===== config.mk =====
export PLATFORM = sky130hd
export DESIGN_NAME = cbd_joypad
export DESIGN_NICKNAME = d
export VERILOG_FILES = /design/src/sv/cbd_pkg.sv /design/src/sv/cbd_joypad.sv
export SDC_FILE = /design/constraint.sdc
export NUM_CORES = 1
export LEC_CHECK = 0
export BUFFER_PORTS_ARGS = -buffer_cell sky130_fd_sc_hd__clkbuf_2
export CORE_MARGIN = 2
export CORE_UTILIZATION = 25
export DETAILED_ROUTE_END_ITERATION = 12
export PLACE_DENSITY = 0.39
export SYNTH_ARGS = -nofsm -noshare
export SYNTH_HDL_FRONTEND = slang
export SYNTH_SLANG_ARGS = --single-unit

===== constraint.sdc =====
create_clock -name clk -period 2.5 [get_ports clk]
set_input_delay 0.25 -clock clk [delete_from_list [all_inputs] [get_ports clk]]
set_output_delay 0.25 -clock clk [all_outputs]
set_load 0.02 [all_outputs]

===== src/sv/cbd_pkg.sv =====
// Shared types, codes and address decode for the CPU bus decoder.
package cbd_pkg;

  localparam int RAM_DEPTH_DEF = 2048;

  localparam logic [1:0] OP_READ   = 2'd0;
  localparam logic [1:0] OP_WRITE  = 2'd1;
  localparam logic [1:0] OP_UPDATE = 2'd2;

  localparam logic [2:0] REG_UNUSED = 3'd0;
  localparam logic [2:0] REG_RAM    = 3'd1;
  localparam logic [2:0] REG_PPU    = 3'd2;
  localparam logic [2:0] REG_DMA    = 3'd3;
  localparam logic [2:0] REG_JOY    = 3'd4;
  localparam logic [2:0] REG_APU    = 3'd5;
  localparam logic [2:0] REG_CART   = 3'd6;

  localparam logic [15:0] ADDR_PPU    = 16'h2000;
  localparam logic [15:0] ADDR_APU    = 16'h4000;
  localparam logic [15:0] ADDR_DMA    = 16'h4014;
  localparam logic [15:0] ADDR_JOY1   = 16'h4016;
  localparam logic [15:0] ADDR_JOY2   = 16'h4017;
  localparam logic [15:0] ADDR_UNUSED = 16'h4018;
  localparam logic [15:0] ADDR_CART   = 16'h6000;

  localparam logic [7:0] JOY_OPEN_BUS = 8'h40;
  localparam logic [7:0] JOY_FILL     = 8'h80;

  typedef struct packed {
    logic       update;
    logic       strobe_wr;
    logic       read;
    logic       port;
    logic       strobe_data;
    logic [7:0] pad1;
    logic [7:0] pad2;
  } pad_req_t;

  typedef struct packed {
    logic [7:0]  read_data;
    logic [2:0]  region;
    logic        forward_valid;
    logic        forward_write;
    logic [15:0] forward_address;
    logic [7:0]  forward_data;
    logic        ram_read;
  } result_t;

  function automatic logic [2:0] decode_region(input logic [15:0] a);
    logic [2:0] r;
    if (a < ADDR_PPU)                        r = REG_RAM;
    else if (a < ADDR_APU)                   r = REG_PPU;
    else if (a == ADDR_DMA)                  r = REG_DMA;
    else if (a == ADDR_JOY1 || a == ADDR_JOY2) r = REG_JOY;
    else if (a < ADDR_UNUSED)                r = REG_APU;
    else if (a < ADDR_CART)                  r = REG_UNUSED;
    else                                     r = REG_CART;
    return r;
  endfunction

endpackage


===== src/sv/cbd_joypad.sv =====
// Two controller ports: button latches, shift registers and strobe.
module cbd_joypad (
  input  logic              clk,
  input  logic              rst,
  input  cbd_pkg::pad_req_t pad_req,
  output logic              read_bit
);
  import cbd_pkg::*;

  logic [7:0] pad_latch [2];
  logic [7:0] pad_shift [2];
  logic       strobe_bit;

  assign read_bit = pad_shift[pad_req.port][0];

  always_ff @(posedge clk) begin
    if (rst) begin
      pad_latch[0] <= '0;
      pad_latch[1] <= '0;
      pad_shift[0] <= '0;
      pad_shift[1] <= '0;
      strobe_bit   <= 1'b0;
    end else begin
      if (pad_req.update) begin
        pad_latch[0] <= pad_req.pad1;
        pad_latch[1] <= pad_req.pad2;
      end
      if (pad_req.strobe_wr) begin
        if (strobe_bit || pad_req.strobe_data) begin
          pad_shift[0] <= pad_latch[0];
          pad_shift[1] <= pad_latch[1];
        end
        strobe_bit <= pad_req.strobe_data;
      end
      if (pad_req.read && !strobe_bit) begin
        pad_shift[pad_req.port] <= JOY_FILL | (pad_shift[pad_req.port] >> 1);
      end
    end
  end

endmodule


* After elaboration in Yosys (flattened, before gate mapping)
Memories as Yosys holds them, arrays and structs flattened. Index checks and enable logic that the tools add are counted.
Operators by class: $add $sub $neg 0, multipliers 0, divide/modulo/power cells 0, magnitude comparators 0, eq/ne operators 0, shift operators 0, muxes and demuxes 16, bitwise operators 4, reduce and logical (&&, ||, !) cells 3
Operator list (number):
- two-way mux 8 bit | 4
- two-way mux 1 bit | 12
- bitwise OR 1 bit | 4
- logical AND 1 bit | 1
- zero test 1 bit | 1
- logical OR 1 bit | 1
Storage, ports and cells: register bits 1, bits in latches 0, RAM bits 32, bits in read-only memories 0, output and inout port bits 1, logic and storage cells 26, memories 2
Memory list:
- pad_latch | depth 2, width 8, read ports 2, clocked after memory_dff 0, wr ports 2, line cbd_joypad.sv:10 | logic [7:0] pad_latch [2];
- pad_shift | depth 2, width 8, read ports 1, clocked after memory_dff 0, wr ports 3, line cbd_joypad.sv:11 | logic [7:0] pad_shift [2];

* Depth between registers and ports, before layout
Gate-level depths: netlist of run 1.
depth after elaboration 6, gate-level depth with buffers 5, depth with buffers taken out 3

* Worst setup path before layout of run 1
OpenSTA, ideal clock, no wires.
path type reg-to-reg, start register strobe_bit, end memory pad_shift[1][0], enable pin, arrival time 1009 ps, required time 2177 ps, slack 1167 ps, stages on the path, launching flop included 5, clock period less this slack 1333 ps, cells stage by stage dfxtp_1 -> nand3b_4 -> or2_1 -> buf_2 -> nand2_1
RTL lines:
- start, declared | line cbd_joypad.sv:12 | logic strobe_bit;
- start signal, assigned | line cbd_joypad.sv:33 | strobe_bit <= pad_req.strobe_data;
- end, declared | line cbd_joypad.sv:11

==> results.yml, run 1 <==
floorplan:
  die_width_um: 80.7
  core_area_sq_um: 5570
  start_util_pct: 26.4
  dieHeight_um: 80.7
  rows: 27
  dieArea_sq_um: 6500
  ioPinCount: 24
sta:
  rsz0062_at_grt: "false"
  setup_viol: 0
  finalHoldViolCount: 0
  fin_crit_sh_pct: 59.8
  fmax_mhz: 668
  tns_ns: 0
  finClkSkew_ns: 0.00797
  finalWorstSetupSlack_ns: 1.00
  tightestPinTransition_ns: 0.464
  maxSlewViolCount: 0
  period_needed_ns: 1.50
  slew_headroom_pct: 68.9
pwr:
  power_density_nw_per_um2: 716
  p_leak_nw: 0.676
  power_mw: 1.25
  vdd_drop_max_mv: 0.220
synth:
  yosysSeqAreaShare_pct: 65.4
  syn_avg_cell_area_sq_um: 15.0
  netlist_instances: 98
  synthesis.area_sq_um: 1470
  synth.distinct_cells: 24
  synth_top_cells_by_area: "edfxtp_1 (61%), o2bb2ai_1 (7.8%), and2_1 (6.8%)"
  synth_top_cell_by_area: "edfxtp_1"
  synth_top_area_share_pct: 61.3
  ys_warn_count: 0
  synth_seq_cells: 33
  synth_nets: 121
clocking:
  cts_tree: "built"
  insertion_delay_ns: 0.29
  ctsHoldBuffers: 0
  cts_made_buffers: 5
  cts-root-buf: "clkbuf_8"
  clockBufferDepth: 2
  clk_pin_slew_ns: 0.07
  htreeDepth: 2
  post_cts_buffers: 0
  cts.sinks: 33
  post_cts_resized: 0
place:
  place_hpwl_mm: 2.08
  gp_congestion: 0.780
  dpl_worst_slack_ns: 0.858
  port_buffers: 23
  numPlacedInstances: 188
routing:
  wire_per_inst_um: 13.6
  vias: 823
  wl_mm: 2.66
  dr.pass1.iters: 4
  avgViaCountPerCell: 4.20
  drt-initial-drc-count: 104
  drc: 0
  ant_nets: 0
finish:
  drive_gt1_share_pct: 29.8
  num_antenna_cells: 0
  area_growth_pct: 18.7
  finish.net_count: 146
  stdcell_count: 196
global_routing:
  grt_max_degree: 17
  overflow: 0
  grt_pass1_wl_mm: 4.55
  antenna_found_initial: 0
  grt_pass1_vias: 901
  grt.total_usage_pct: 9.76
worst_setup_path:
  end_kind: "flip-flop"
  cp-start-kind: "flip-flop"
  required_ns: 2.47
  worst_path_max_delay_cell: "dfxtp_1"
  cp_slowest_stage_delay_ns: 0.35
  worstPathArrival_ns: 1.47
  crit_chain: "nor3b_2, nand2b_1, nand2_1"
  path_max_fanout: 8
  path_class: "reg -> reg"
hold_path:
  worstHoldPathType: "in -> reg"
run_status:
  outcome: "finished clean"
job:
  maxCapViolations: 0
-- final cells by class --
type / instances / area, sq um
fill: 567 / 3830
clock buffer: 6 / 72.6
timing repair buffer: 23 / 115
inverter: 1 / 3.75
sequential: 33 / 961
tap: 72 / 90.1
multi-input combinational: 59 / 468
clock inverter: 2 / 33.8
-- path summary, 6_finish.rpt --
check | startpoint | end | slack [ns] | cells past startpoint
max | strobe_bit | pad_shift[0][3] | 1.00 | 3
min reg2reg | pad_shift[0][7] | pad_shift[0][7] | 0.47 | 2
max reg2reg | strobe_bit | pad_shift[0][3] | 1.00 | 3
min | pad_req[16] | strobe_bit | 0.24 | 3
-- sequential cells by signal (all words and copies together), names as in the netlist --
register,count
strobe_bit,1
pad_latch,16
pad_shift,16
-- metal layers --
metal / wire (um) / global-route usage (%)
met3: 107 / 2.13
met5: 0 / 0
met4: 93 / 7.12
met2: 1160 / 14.2
met1: 1300 / 12.6
-- stage by stage --
step	instance area, sq um	hold WS [ns]	utilization (%)
after floorplan	1470	0.397	-
after global placement	1640	0.464	29.4
after detailed placement	1640	0.468	29.4
after CTS	1740	0.229	31.3
after global routing	1740	0.247	31.3
final	1740	0.236	31.3
-- cell usage in the layout (no fill, tap or decap), types with 2 or more instances in the layout --
cell	instances
mux2i_1	8
nor2_1	4
a21oi_1	3
clkbuf_8	5
edfxtp_1	30
o2bb2ai_1	13
nand2_1	2
nand2b_1	2
dfxtp_1	3
clkbuf_2	23
and2_1	16
-- cell usage after synthesis --
master	n
dfxtp_1	3
nor2b_2	1
nor3_2	1
inv_1	1
or2_1	1
o2bb2ai_1	13
mux2_2	1
nand2b_1	2
buf_2	2
nor2_1	4
nor3b_2	1
a21oi_1	3
nand3b_4	1
mux2i_1	8
buf_6	2
edfxtp_1	30
clkbuf_1	1
nor3b_4	1
nand2b_4	1
o21a_1	1
a22o_1	1
and2_1	16
or2_2	1
nand2_1	2
-- critical path, delay by kind of cell (launching register included) --
family,cells,cell delay [ns]
DFF,1,0.35
and+or+nand+nor,3,0.83
-- logic make-up after synthesis --
logic type             Yosys count  share of synthesized area, %
buffers and inverters            6                          2.73
AND/OR/NAND/NOR                 32                          15.8
multiplexers                     9                          6.22
flip-flops                      33                          65.4
AO/OA/AOI/OAI                   18                          9.88
-- power by group --
| group | switching (mW) | internal [mW] | leakage [nW] |
|---|---|---|---|
| clock network | 0.187 | 0.294 | 0.0528 |
| logic | 0.0558 | 0.0438 | 0.274 |
| registers | 0.0163 | 0.652 | 0.349 |
| total | 0.259 | 0.990 | 0.676 |
(Power assumes the default switching activity.)
==> inputs of run 2 (changes only) <==
PLACE_DENSITY = 0.4   (was 0.39)
clock period = 1.3 ns   (was 2.5 ns; I/O delays follow)
==> results.yml, run 2 (synthesis gave the netlist of run 1 again) <==
run_status:
  outcome: "finished clean"
finish:
  area_growth_pct: 22.4
  final_cell_mix: "edfxtp_1 (30), clkbuf_2 (23), and2_1 (16)"
  final_common_cell: "edfxtp_1"
  reg.largest.list: "pad_latch x16, pad_shift x16, strobe_bit x1"
  drive_gt1_share_pct: 38.9
  stdcell_count: 203
  num_antenna_cells: 0
  finish.net_count: 153
clocking:
  cts_made_buffers: 5
  cts_tree: "built"
  htreeDepth: 2
  cts-root-buf: "clkbuf_8"
  insertion_delay_ns: 0.29
  cts.sinks: 33
  clockBufferDepth: 2
  clk_pin_slew_ns: 0.07
pwr:
  p_leak_nw: 0.706
  switching_share_pct: 22.9
  vdd_drop_max_mv: 0.554
  combinationalPowerShare_pct: 9.3
  p_switching_mw: 0.513
  p_seq_share_pct: 57.4
  power_mw: 2.24
  p_int_mw: 1.72
  clock_power_share_pct: 33.3
  power_density_nw_per_um2: 1240
routing:
  wl_met2_mm: 1.04
  vias: 815
  met3_length_um: 93
  avgViaCountPerCell: 4.01
  highest_layer: "met4"
  wire_per_inst_um: 11.7
  wl_mm: 2.37
  drc: 0
  drt-initial-drc-count: 39
  route.layer.met1.wl_mm: 1.17
  ant_nets: 0
  dr.pass1.iters: 4
job:
  maxCapViolations: 0
sta:
  setup_viol: 0
  period_needed_ns: 1.24
  rsz0062_at_grt: "false"
  fmax_mhz: 806
  fin_crit_sh_pct: 95.4
  finalHoldViolCount: 0
  tightestPinTransition_ns: 0.435
  slew_headroom_pct: 70.8
  maxSlewViolCount: 0
  finClkSkew_ns: 0.00897
hold_path:
  worstHoldPathType: "in -> reg"
global_routing:
  antenna_found_initial: 0
  grt_max_degree: 17
  grt.total_usage_pct: 8.52
  grt_pass1_vias: 862
  overflow: 0
  grt_pass1_wl_mm: 4.14
worst_setup_path:
  worstPathArrival_ns: 1.23
  cp_slowest_stage_delay_ns: 0.35
  cp-start-kind: "flip-flop"
  path_max_fanout: 7
  worst_path_max_delay_cell: "dfxtp_2"
  end_kind: "flip-flop"
  crit_chain: "nand3b_4, or2_1, nand2_2"
  required_ns: 1.29
  path_class: "reg -> reg"
place:
  port_buffers: 23
  numPlacedInstances: 194
  gp_congestion: 0.681
  place_hpwl_mm: 1.86
floorplan:
  core_area_sq_um: 5570
  ioPinCount: 24
  die_width_um: 80.7
  dieArea_sq_um: 6500
  dieHeight_um: 80.7
  rows: 27
  start_util_pct: 26.4
==> run 2: cell count changes in the layout (fill, tap and decap cells not counted), sizes merged <==
cell and delta:
buf +7, bufinv -1, clkinvlp +1, clkinv +1, clkbuf -1
==> run 2: final cells by class <==
class                      count  area [sq um]
fill                         582          3780
sequential                    33           962
multi-input combinational     59           488
timing repair buffer          30           168
tap                           72          90.1
clock buffer                   5          68.8
clock inverter                 3          17.5
inverter                       1          3.75
==> run 2: path summary, 6_finish.rpt <==
kind                   startpoint         endpoint  slack [ns]  cells past startpoint
hold / removal         pad_req[9]  pad_latch[0][1]        0.11                      2
setup / recovery       strobe_bit  pad_shift[1][4]        0.06                      3
hold reg to reg   pad_shift[0][7]  pad_shift[0][7]        0.47                      2
setup reg to reg       strobe_bit  pad_shift[1][4]        0.06                      3
==> run 2: layer usage <==
metal  vias to the layer above  global-route usage (%)
li1                        430                       -
met5                         -                       0
met2                        19                    12.8
met1                       361                    11.1
met3                         5                    2.47
met4                         0                    4.58
==> run 2: power by group through the flow <==
stage | combinational (mW) | clock, mW | sequential (mW)
floorplan | 0.136 | 0 | 1.29
global route | 0.235 | 0.809 | 1.29
global placement | 0.205 | 0 | 1.31
finish | 0.209 | 0.744 | 1.28
CTS | 0.207 | 0.761 | 1.28
detailed placement | 0.205 | 0 | 1.31
==> run 2: repair_timing <==
item	CTS	global route
setup buffers	0	1
endpoints found under the hold margin	0	0
gates resized for setup	1	4
cloned	0	0
setup endpoints to repair	7	21
hold buffers	0	0
pin swaps	0	1
==> run 2: worst max-delay path, delay by kind of cell, from the launching register on <==
kind,cells,cell delay [ns]
DFF,1,0.35
and+or+nand+nor,3,0.59
==> run 2: through the flow <==
stage / setup slack (ns) / instance area, sq um / TNS, ns / hold WS [ns] / utilization, %
after floorplan: 0.00279 / 1470 / 0 / 0.277 / -
after global placement: 0.0222 / 1690 / 0 / 0.405 / 30.2
after detailed placement: -0.0377 / 1690 / -0.262 / 0.409 / 30.2
after CTS: 0.0248 / 1770 / 0 / 0.113 / 31.8
after global routing: 0.00388 / 1800 / 0 / 0.114 / 32.3
final: 0.0593 / 1800 / 0 / 0.114 / 32.3
